--- src/sv/assert_macros.svh ---
// Assertion helpers
`ifndef ASSERT_MACROS_SVH
`define ASSERT_MACROS_SVH
// implication checked on every clock, off during reset
`define ASSERT_IMP(lbl, ante, cons, msg) \
	lbl: assert property (@(posedge clk) disable iff (!arst_n) (ante) |-> (cons)) \
		else $error(msg);
// next-cycle implication
`define ASSERT_NXT(lbl, ante, cons, msg) \
	lbl: assert property (@(posedge clk) disable iff (!arst_n) (ante) |=> (cons)) \
		else $error(msg);
`endif

--- src/sv/sha_pkg.sv ---
package sha_pkg;
	localparam int unsigned BlockBytes = 64;
	localparam int unsigned Rounds = 64;
	localparam int unsigned TotalW = 61;
	localparam logic [7:0] PadByte = 8'h80;
	localparam int unsigned LenPos = 56;

	typedef logic [31:0] word_t;

	localparam word_t RoundConst [64] = '{
		32'h428A2F98, 32'h71374491, 32'hB5C0FBCF, 32'hE9B5DBA5,
		32'h3956C25B, 32'h59F111F1, 32'h923F82A4, 32'hAB1C5ED5,
		32'hD807AA98, 32'h12835B01, 32'h243185BE, 32'h550C7DC3,
		32'h72BE5D74, 32'h80DEB1FE, 32'h9BDC06A7, 32'hC19BF174,
		32'hE49B69C1, 32'hEFBE4786, 32'h0FC19DC6, 32'h240CA1CC,
		32'h2DE92C6F, 32'h4A7484AA, 32'h5CB0A9DC, 32'h76F988DA,
		32'h983E5152, 32'hA831C66D, 32'hB00327C8, 32'hBF597FC7,
		32'hC6E00BF3, 32'hD5A79147, 32'h06CA6351, 32'h14292967,
		32'h27B70A85, 32'h2E1B2138, 32'h4D2C6DFC, 32'h53380D13,
		32'h650A7354, 32'h766A0ABB, 32'h81C2C92E, 32'h92722C85,
		32'hA2BFE8A1, 32'hA81A664B, 32'hC24B8B70, 32'hC76C51A3,
		32'hD192E819, 32'hD6990624, 32'hF40E3585, 32'h106AA070,
		32'h19A4C116, 32'h1E376C08, 32'h2748774C, 32'h34B0BCB5,
		32'h391C0CB3, 32'h4ED8AA4A, 32'h5B9CCA4F, 32'h682E6FF3,
		32'h748F82EE, 32'h78A5636F, 32'h84C87814, 32'h8CC70208,
		32'h90BEFFFA, 32'hA4506CEB, 32'hBEF9A3F7, 32'hC67178F2
	};

	localparam word_t InitHash [8] = '{
		32'h6A09E667, 32'hBB67AE85, 32'h3C6EF372, 32'hA54FF53A,
		32'h510E527F, 32'h9B05688C, 32'h1F83D9AB, 32'h5BE0CD19
	};

	// control from sequencer to round unit
	typedef struct packed {
		logic       load;  // copy chaining words into working set
		logic       step;  // run one round
		logic       fold;  // add working set into chaining words
		logic       init;  // restore initial hash values
		logic [5:0] rnd;
	} rnd_ctl_t;

	function automatic word_t rotr(input word_t x, input int unsigned n);
		rotr = (x >> n) | (x << (32 - n));
	endfunction
endpackage

--- src/sv/sha_ram.sv ---
module sha_ram #(
	parameter int unsigned Width = 8,
	parameter int unsigned Depth = 64
) (
	input  logic                     clk,
	input  logic                     we,
	input  logic [$clog2(Depth)-1:0] waddr,
	input  logic [Width-1:0]         wdata,
	input  logic [$clog2(Depth)-1:0] raddr,
	output logic [Width-1:0]         rdata
);
	logic [Width-1:0] mem_q [Depth];

	always_ff @(posedge clk) begin
		if (we) mem_q[waddr] <= wdata;
		rdata <= mem_q[raddr];
	end
endmodule

--- src/sv/sha_round.sv ---
module sha_round (
	input  logic              clk,
	input  logic              arst_n,
	input  sha_pkg::rnd_ctl_t ctl,
	input  sha_pkg::word_t    w_in,     // used for rounds 0..15
	input  logic [2:0]        hidx,
	output sha_pkg::word_t    hword
);
	import sha_pkg::*;

	word_t h_q [8];
	word_t v_q [8];
	word_t sch_q [16];
	word_t w, s0, s1, t1, t2, a, e;
	logic [3:0] r4;

	assign r4 = ctl.rnd[3:0];
	assign a = v_q[0];
	assign e = v_q[4];
	assign hword = h_q[hidx];

	always_comb begin
		s1 = rotr(sch_q[r4 - 4'd2], 17) ^ rotr(sch_q[r4 - 4'd2], 19) ^ (sch_q[r4 - 4'd2] >> 10);
		s0 = rotr(sch_q[r4 - 4'd15], 7) ^ rotr(sch_q[r4 - 4'd15], 18)
			^ (sch_q[r4 - 4'd15] >> 3);
		w = (ctl.rnd < 6'd16) ? w_in : s1 + sch_q[r4 - 4'd7] + s0 + sch_q[r4];
		t1 = v_q[7] + (rotr(e, 6) ^ rotr(e, 11) ^ rotr(e, 25))
			+ ((e & v_q[5]) ^ (~e & v_q[6])) + RoundConst[ctl.rnd] + w;
		t2 = (rotr(a, 2) ^ rotr(a, 13) ^ rotr(a, 22))
			+ ((a & v_q[1]) ^ (a & v_q[2]) ^ (v_q[1] & v_q[2]));
	end

	always_ff @(posedge clk or negedge arst_n) begin
		if (!arst_n) begin
			for (int i = 0; i < 8; i++) h_q[i] <= InitHash[i];
		end else if (ctl.init) begin
			for (int i = 0; i < 8; i++) h_q[i] <= InitHash[i];
		end else if (ctl.fold) begin
			for (int i = 0; i < 8; i++) h_q[i] <= h_q[i] + v_q[i];
		end
	end

	always_ff @(posedge clk) begin
		if (ctl.load) begin
			for (int i = 0; i < 8; i++) v_q[i] <= h_q[i];
		end else if (ctl.step) begin
			v_q[0] <= t1 + t2;
			v_q[1] <= v_q[0];
			v_q[2] <= v_q[1];
			v_q[3] <= v_q[2];
			v_q[4] <= v_q[3] + t1;
			v_q[5] <= v_q[4];
			v_q[6] <= v_q[5];
			v_q[7] <= v_q[6];
			sch_q[r4] <= w;
		end
	end
endmodule

--- src/sv/sha256_message_hasher.sv ---
// SHA-256 hasher, one byte per transfer in, eight digest-word transfers out.
// Bytes that neither close a block nor end the message can follow back to back.
// A byte that closes a block adds byte fetches for rounds 0..15, 64 rounds and one fold.
// Message end: padding to end of block (again for an extra block), compression, 8 words out.
// Async reset (arst_n low) restores initial hash values and zero length.
module sha256_message_hasher (
	input  logic        clk,
	input  logic        arst_n,
	input  logic        in_valid,
	output logic        in_ready,
	input  logic [7:0]  message_byte,
	input  logic        byte_present,
	input  logic        message_end,
	output logic        out_valid,
	input  logic        out_ready,
	output logic [31:0] digest_word,
	output logic [2:0]  word_index,
	output logic        final_word
);
	import sha_pkg::*;
	`include "assert_macros.svh"

	typedef enum logic [2:0] {
		S_IDLE, S_PAD, S_RD, S_RND, S_FOLD, S_OUT
	} state_t;

	state_t       state_q;
	logic [TotalW-1:0] total_q; // byte count
	logic         fin_q;       // message end pending
	logic         last_q;      // block being compressed holds length
	logic [5:0]   pos_q;       // padding write pointer
	logic [6:0]   rnd_q;       // round counter; fetch in lockstep
	logic [1:0]   bsel_q;
	word_t        wacc_q;
	logic [2:0]   oidx_q;
	logic [63:0]  bits;
	logic [2:0]   len_idx;     // length byte, 7 = most significant

	// buffer ram
	logic        we;
	logic [5:0]  waddr, raddr;
	logic [7:0]  wdata, rdata;
	rnd_ctl_t    ctl;

	sha_ram #(.Width(8), .Depth(BlockBytes)) u_buf (
		.clk, .we, .waddr, .wdata, .raddr, .rdata
	);

	// last byte of the word lands on rdata in the round cycle itself
	logic [2:0] hidx;
	word_t      hword;
	sha_round u_rnd (
		.clk, .arst_n, .ctl, .w_in({wacc_q[23:0], rdata}), .hidx, .hword
	);

	assign bits = {total_q, 3'b000};
	assign len_idx = 3'd7 - pos_q[2:0];
	assign in_ready = (state_q == S_IDLE);
	assign out_valid = (state_q == S_OUT);
	assign digest_word = hword;
	assign word_index = oidx_q;
	assign final_word = (oidx_q == 3'd7);
	assign hidx = oidx_q;

	// buffer writes, read address and round control; rdata is registered, arriving in the cycle
	// after its address; bsel_q counts byte fetches in S_RD (4 bytes per word, word then a round)
	always_comb begin
		we = 1'b0;
		waddr = pos_q;
		wdata = 8'h00;
		raddr = {rnd_q[3:0], bsel_q};
		ctl = '0;
		ctl.rnd = rnd_q[5:0];
		if (state_q == S_IDLE && in_valid && byte_present) begin
			we = 1'b1;
			waddr = total_q[5:0];
			wdata = message_byte;
		end else if (state_q == S_PAD) begin
			we = 1'b1;
			if (pos_q == total_q[5:0] && !last_q) wdata = PadByte;
			else if (last_q && pos_q >= 6'(LenPos))
				wdata = bits[{len_idx, 3'b000} +: 8];
			else wdata = 8'h00;
		end
		if (state_q == S_RND) ctl.step = 1'b1;
		if (state_q == S_FOLD) ctl.fold = 1'b1;
		if (state_q == S_OUT && out_ready && oidx_q == 3'd7) ctl.init = 1'b1;
		if (state_q == S_RD && rnd_q == 7'd0 && bsel_q == 2'd0) ctl.load = 1'b1;
	end

	// Sequencer. S_PAD first writes 0x80 at the fill level (pass with last_q=0
	// if the length will not fit), else zero/length to end of block.
	logic rd_phase_q;
	always_ff @(posedge clk or negedge arst_n) begin
		if (!arst_n) begin
			state_q <= S_IDLE;
			total_q <= '0;
			fin_q <= 1'b0;
			last_q <= 1'b0;
			pos_q <= '0;
			rnd_q <= '0;
			bsel_q <= '0;
			oidx_q <= '0;
			rd_phase_q <= 1'b0;
			wacc_q <= '0;
		end else begin
			case (state_q)
				S_IDLE: if (in_valid) begin
					fin_q <= message_end;
					if (byte_present) total_q <= total_q + 61'd1;
					rnd_q <= '0;
					bsel_q <= '0;
					rd_phase_q <= 1'b0;
					if (byte_present && total_q[5:0] == 6'd63) begin
						state_q <= S_RD;
						last_q <= 1'b0;
					end else if (message_end) begin
						state_q <= S_PAD;
						pos_q <= byte_present ? total_q[5:0] + 6'd1 : total_q[5:0];
						last_q <= 1'b0;
					end
				end
				S_PAD: begin
					// first pass: pad byte at pos_q == fill; zeros follow, then the length if it fits
					// total_q already counts all bytes
					pos_q <= pos_q + 6'd1;
					if (pos_q == 6'd63) begin
						state_q <= S_RD;
					end else if (!last_q && pos_q == total_q[5:0]
						&& total_q[5:0] < 6'(LenPos)) begin
						last_q <= 1'b1;
					end
					if (last_q && pos_q == 6'd63) fin_q <= 1'b0;
				end
				S_RD: begin
					// 4 fetches then one round
					rd_phase_q <= 1'b1;
					if (rd_phase_q) wacc_q <= {wacc_q[23:0], rdata};
					bsel_q <= bsel_q + 2'd1;
					if (bsel_q == 2'd3) begin
						state_q <= S_RND;
						bsel_q <= 2'd0;
					end
				end
				S_RND: begin
					if (rd_phase_q && rnd_q < 7'd16) wacc_q <= {wacc_q[23:0], rdata};
					rd_phase_q <= 1'b0;
					rnd_q <= rnd_q + 7'd1;
					if (rnd_q == 7'(Rounds - 1)) state_q <= S_FOLD;
					else if (rnd_q < 7'd15) state_q <= S_RD;
				end
				S_FOLD: begin
					rnd_q <= '0;
					if (last_q) begin
						state_q <= S_OUT;
						oidx_q <= '0;
					end else if (fin_q) begin
						// end byte filled block or no room for length: 0x80 at 0 unless written; then zeros, length
						state_q <= S_PAD;
						pos_q <= 6'd0;
						last_q <= (total_q[5:0] != 6'd0);
					end else begin
						state_q <= S_IDLE;
					end
				end
				S_OUT: if (out_ready) begin
					oidx_q <= oidx_q + 3'd1;
					if (oidx_q == 3'd7) begin
						state_q <= S_IDLE;
						total_q <= '0;
						last_q <= 1'b0;
						fin_q <= 1'b0;
					end
				end
				default: state_q <= S_IDLE;
			endcase
		end
	end

	`ASSERT_IMP(a_excl, out_valid, !in_ready, "input accepted while output pending")
	`ASSERT_NXT(a_wrap, out_valid && out_ready && final_word, in_ready,
		"not idle after final digest word")
	`ASSERT_NXT(a_total_clr, out_valid && out_ready && final_word, total_q == '0,
		"length not cleared after digest")
endmodule
--- config.mk ---
export PLATFORM = sky130hd
export DESIGN_NAME = sha256_message_hasher
export DESIGN_NICKNAME = d
export VERILOG_FILES = /design/src/sv/sha_pkg.sv /design/src/sv/sha_ram.sv /design/src/sv/sha_round.sv /design/src/sv/sha256_message_hasher.sv
export VERILOG_INCLUDE_DIRS = /design/src /design/src/sv
export SDC_FILE = /design/constraint.sdc
export NUM_CORES = 2
export LEC_CHECK = 0
export ABC_AREA = 0
export ABC_CLOCK_PERIOD_IN_PS = 17600
export BUFFER_PORTS_ARGS = -buffer_cell sky130_fd_sc_hd__buf_2
export CAP_MARGIN = 20
export CORE_MARGIN = 5
export CORE_UTILIZATION = 29
export DETAILED_ROUTE_END_ITERATION = 10
export PLACE_DENSITY_LB_ADDON = 0.15
export SLEW_MARGIN = 20
export SYNTH_ARGS = -nofsm -noshare
export SYNTH_HDL_FRONTEND = slang
export SYNTH_SLANG_ARGS = --single-unit
--- constraint.sdc ---
create_clock -name clk -period 17.6 [get_ports clk]
set_clock_uncertainty 0.1 [all_clocks]
set_input_delay 4.4 -clock clk [delete_from_list [all_inputs] [get_ports clk]]
set_output_delay 4.4 -clock clk [all_outputs]
set_load 0.02 [all_outputs]
Word level (Yosys, flattened, before mapping)
Memories as Yosys holds them, arrays and structs flattened. A register that Yosys moved wholly into a read port is not among the register bits.
Index checks and enable logic that the tools add are counted.
Storage, ports and cells
  logic and storage cells: 245
  input port bits: 14
  flip-flop bits (word level): 365
  memories: 4
  bits in writable memories: 1280
  output and inout bits: 38
  bits in read-only memories: 2048
Cells by class
  equal/unequal tests: 29
  shift-type cells: 1
  order comparisons: 7
  reductions and logical operators: 37
  add/sub/neg operators: 28
  bitwise gates (word level): 37
  muxes and demuxes: 84
Memory list
  (no name shown): words 64, bits a word 32, read ports 1, clocked after memory_dff 0, wr ports 0, line sha_round.sv:28  | + ((e & v_q[5]) ^ (~e & v_q[6])) + RoundConst[ctl.rnd] + w;
  u_buf.mem_q: words 64, bits a word 8, read ports 1, clocked after memory_dff 1, wr ports 1, line sha_ram.sv:12  | logic [Width-1:0] mem_q [Depth];
  u_rnd.sch_q: words 16, bits a word 32, read ports 4, clocked after memory_dff 0, wr ports 1, line sha_round.sv:13  | word_t sch_q [16];
  u_rnd.v_q: words 8, bits a word 32, read ports 8, clocked after memory_dff 0, wr ports 8, line sha_round.sv:12  | word_t v_q [8];
Operators by type and width (number)
  $add 32x32->32: 18
  $mux 256: 2
  $mux 32: 13
  $xor 32x32->32: 9
  $mux 61: 4
  $and 32x32->32: 5
  $pmux 61 s2: 1
  $bmux 32 s3: 1
  $shiftx 64x7->8: 1
  $add 61x1->61 const B: 1
  $mux 24: 2
  $pmux 24 s2: 1
  $mux 6: 7
  $mux 3: 12
  $mux 8: 4
  $not 32->32: 1
  $or 10x32->32: 1
  $or 13x32->32: 1
  $or 14x32->32: 1
  $or 15x32->32: 1
  $or 19x32->32: 1
  $or 21x32->32: 1
  $or 25x32->32: 1
  $or 26x32->32: 1
  56 further kinds: 133

Logic depth before layout (Yosys ltp)
An unclocked memory read counts as a cell.
  word-level depth: 12
  depth in mapped cells: 57
  depth with buffers taken out: 51

Modules after synthesis
From an unflattened synthesis, not the netlist that was laid out.
Unflattened totals
  cell total of the unflattened synthesis: 8787
  area, all modules: 105770.2 um^2
By module, submodules not included
  sha_round: instances 1, cells each 7109, area each 78900.7 um^2, sequential area each 29638.4 um^2
  sha_ram: instances 1, cells each 967, area each 20238.2 um^2, sequential area each 15534.9 um^2
  sha256_message_hasher: instances 1, cells each 711, area each 6631.4 um^2, sequential area each 2727.6 um^2

Least setup slack after synthesis
OpenSTA, ideal clock, no wires.
  path kind: register to register
  start: reg rnd_q[1]
  end: mem u_rnd.v_q[0][29] (netlist name), data pin
  stages on the path, launching flop included: 56
  data required time: 17.233 ns
  arrival: 12.937 ns
  setup slack: 4.296 ns
  buffers on the path: 9
  setup time: 0.267 ns
  clock period less this slack: 13.304 ns
  cell sequence: dfrtp_1 clkbuf_1 buf_2 inv_2 buf_1 clkbuf_1 clkbuf_1 ha_1 buf_6 buf_2 buf_1 clkbuf_1 mux4_2 mux4_2 xor2_1 xnor2_1 fa_1 inv_1 [... 20 more ...] and2_1 o21a_1 o21a_1 o21ai_0 a21oi_1 fa_1 ha_1 nand3_1 or3_1 a2111oi_0 o21ai_0 nand2b_1 a2111oi_0 o21ba_2 o21bai_1 a21oi_1 xor2_1 o21ai_0
RTL lines
  start, declared: line sha256_message_hasher.sv:32  | logic [6:0] rnd_q;
  start signal, assigned: line sha256_message_hasher.sv:148  | rnd_q <= rnd_q + 7'd1;
  end, declared: line sha_round.sv:12

==> results.json <==
{
  "dieHeight_um": 607,
  "number_of_synthesized_flops_with_an_enable_pin": 1280,
  "crit_path_top_delay_cell": "sky130_fd_sc_hd__a2111oi_0",
  "holdCritPathClass": "reg -> reg",
  "cts.sinks": 1653,
  "synth.avg_cell_area_um2": 12.4,
  "critPathKind": "reg -> reg",
  "gpl.final_weighted_congestion": 0.909,
  "synth-seq-area-share_pct": 46.3,
  "cts_root_buffer": "sky130_fd_sc_hd__clkbuf_16",
  "cts_buffers": 204,
  "cts.htree.levels": 4,
  "synth-seq-cells": 1653,
  "clock_tree_from_tritoncts": "yes",
  "dr.pass1.iters": 7,
  "status": "finished, final reports clean",
  "synth.area.top_cells": "sky130_fd_sc_hd__edfxtp_1 37%, sky130_fd_sc_hd__mux4_2 15%, sky130_fd_sc_hd__dfrtp_1 5.5%",
  "groute.usage.overall_pct": 20.1,
  "routed-via-count": 71600,
  "holdBufCountCts": 0,
  "crit_top_cell": "sky130_fd_sc_hd__fa_1",
  "synth.largest_area_cell": "sky130_fd_sc_hd__edfxtp_1",
  "fmax_ghz": 0.0653,
  "synthDominantCellAreaShare_pct": 37.2,
  "clock_latency_ns": 0.93,
  "timing.critical_path.from_type": "register",
  "route.detailed.wl_per_inst_um": 28.6,
  "final.fill_count": 35500,
  "finalWirelength_mm": 378,
  "coreArea_um2": 356000,
  "timing_max_transition_violations_final": 0,
  "initial_core_util_pct": 29.1,
  "timing.critical_path.slowest_cell_delay_ns": 1.05,
  "worst-slew-pin-transition_ns": 1.17,
  "grt_first_pass_wirelength_mm": 542,
  "critPathMaxFanout": 45,
  "arrival_ns": 15.80,
  "finalNetCount": 8891,
  "cts_resized": 0,
  "worst_slew_margin_rel_pct": 20.0,
  "max-cap-violations": 0,
  "grt-ovfl-total": 0,
  "detailed_place.area_um2": 109000,
  "die_area_um2": 369000,
  "worst_path_required_time_ns": 18.09,
  "drive_gt1_share_pct": 18.3,
  "share_of_flip_flops_with_an_asynchronous_set_or_reset_pct": 22.1,
  "min_period_over_period_pct": 87.0,
  "antenna_found_initial": 9,
  "post_synth_num_cell_types": 92,
  "final_hold_viol_count": 0,
  "grt_setup_unrepaired": "no",
  "dr.first_iter.drc_count": 6746,
  "most_instantiated_flip_flop_cell_in_the_synthesis_netlist": "sky130_fd_sc_hd__edfxtp_1",
  "ctsLongestPathBuffers": 4,
  "grt_max_degree": 126,
  "final_design_area_no_fill_um2": 116000,
  "top_level_ports": 52,
  "grt_pass1_vias": 71800,
  "drc_errors": 0,
  "clkTransAtPathRegs_ns": 0.06,
  "setup_viol_count_final": 0,
  "setup_tns_ns": 0,
  "critical_path.endpoint_type": "register",
  "r2r_setup_slack_ns": 2.28,
  "post_synth_inst_count": 8351,
  "final_antenna_net_count": 0,
  "mapped_area_um2": 103000,
  "cts.repair_timing.setup_buffer_count": 0,
  "area_growth_syn_to_layout_pct": 12.2,
  "detailedPlacementHpwl_mm": 261,
  "yosys_warnings": 0,
  "floorplan.rows": 219,
  "final_period_minus_worst_setup_slack_ns": 15.32,
  "port_buffers": 51,
  "avgViaCountPerCell": 5.43,
  "final_core_util_pct": 32.6,
  "postSynthNetCount": 8961,
  "die_width_um": 607
}
==> cells in the final DEF (no fill, tap or decap), types with 167 or more instances in the layout <==
cell type | netlist | layout
sky130_fd_sc_hd__a21o_1 | 198 | 198
sky130_fd_sc_hd__a21oi_1 | 464 | 464
sky130_fd_sc_hd__clkbuf_16 | 0 | 210
sky130_fd_sc_hd__dfrtp_1 | 229 | 218
sky130_fd_sc_hd__edfxtp_1 | 1280 | 1280
sky130_fd_sc_hd__fa_1 | 195 | 195
sky130_fd_sc_hd__ha_1 | 401 | 397
sky130_fd_sc_hd__inv_1 | 356 | 354
sky130_fd_sc_hd__mux2i_1 | 179 | 179
sky130_fd_sc_hd__mux4_2 | 673 | 673
sky130_fd_sc_hd__nand2_1 | 860 | 854
sky130_fd_sc_hd__nand3_1 | 168 | 167
sky130_fd_sc_hd__nor2_1 | 461 | 443
sky130_fd_sc_hd__o21ai_0 | 464 | 453
sky130_fd_sc_hd__xnor2_1 | 323 | 322
sky130_fd_sc_hd__xor2_1 | 283 | 283
==> cell families after synthesis <==
kind of cell | share of synthesized area, %
AO/OA/AOI/OAI | 10.1
XOR/XNOR | 5.19
adder cells (fa/ha/maj) | 8.80
buffers and inverters | 3.12
flip-flops | 46.3
multiplexers | 17.9
AND/OR/NAND/NOR | 8.52
==> cells in the mapped netlist (all sizes together) (35+ instances only) <==
cell and count:
o21ai 467, nor3 107, a21o 198, mux2i 179
edfxtp 1280, xor2 283, a211oi 47, mux4 678
xnor2 324, nor2 462, dfrtp 229, mux2 127
fa 195, nand2b 71, inv 358, nand4 35
a21oi 464, nand2 860, buf 129, nand3 168
a31oi 64, nor2b 54, and3 46, or3 48
o21a 61, o221ai 55, ha 401, dfstp 136
clkbuf 355
==> worst paths after layout <==
| check | from | to | depth (start not counted) |
|---|---|---|---|
| setup / recovery | rnd_q[0]$_DFFE_PN0P_ | u_rnd.v_q[0][31]$_DFFE_PP_ | 46 |
| hold / removal | wacc_q[19]$_DFFE_PN0P_ | wacc_q[19]$_DFFE_PN0P_ | 1 |
| setup reg to reg | rnd_q[0]$_DFFE_PN0P_ | u_rnd.v_q[0][31]$_DFFE_PP_ | 46 |
| hold reg to reg | wacc_q[19]$_DFFE_PN0P_ | wacc_q[19]$_DFFE_PN0P_ | 1 |
| max in group asynchronous | arst_n | rnd_q[3]$_DFFE_PN0P_ | 3 |
| min in group asynchronous | arst_n | u_rnd.h_q[191]$_DFFE_PN0P_ | 1 |
==> layout make-up <==
class	instances	area (um^2)	share of cell area, %
Multi-Input combinational cell	5854	52600	45.4
Clock inverter	113	1040	0.894
Sequential cell	1653	47900	41.3
Timing Repair Buffer	208	1540	1.33
Tap cell	4751	5940	5.12
Antenna cell	2	5.00	0.00431
Inverter	360	1360	1.17
Clock buffer	266	5560	4.79
==> per-layer routing <==
layer,GRT usage [%],vias up,wire length (um)
met2,32.0,2305,174000
met4,4.70,2,9450
met3,2.85,472,20900
li1,-,31400,-
met1,28.9,37400,174000
met5,0,-,13
==> critical path: cells and delay by family, from the launching register on <==
| family | cells | cell delay [ns] |
|---|---|---|
| simple gates | 8 | 1.49 |
| flops | 1 | 0.73 |
| fa+ha+maj | 8 | 3.48 |
| xor+xnor | 5 | 0.97 |
| buf+inv | 4 | 1.50 |
| mux | 3 | 1.72 |
| compound gates | 18 | 4.90 |
==> state kept, by name (all words and copies together) (netlist names) <==
signal / count
u_buf.rdata: 8
rnd_q: 7
u_buf.mem_q: 512
u_rnd.sch_q: 512
u_rnd.h_q: 256
word_index: 3
total_q: 61
last_q: 1
pos_q: 6
bsel_q: 2
rd_phase_q: 1
state_q: 3
u_rnd.v_q: 256
fin_q: 1
wacc_q: 24
==> per-stage QoR <==
stage	setup slack, ns	hold WS, ns	std cells
after floorplan	4.30	0.358	8351
after global placement	2.46	0.398	12800
after detailed placement	2.43	0.406	12800
after CTS	2.33	0.420	13200
after global routing	1.52	0.433	13200
final	2.28	0.411	13200
Power is not shown: default switching activity piles up to over one toggle a cycle in this logic, so the estimate is an artifact.
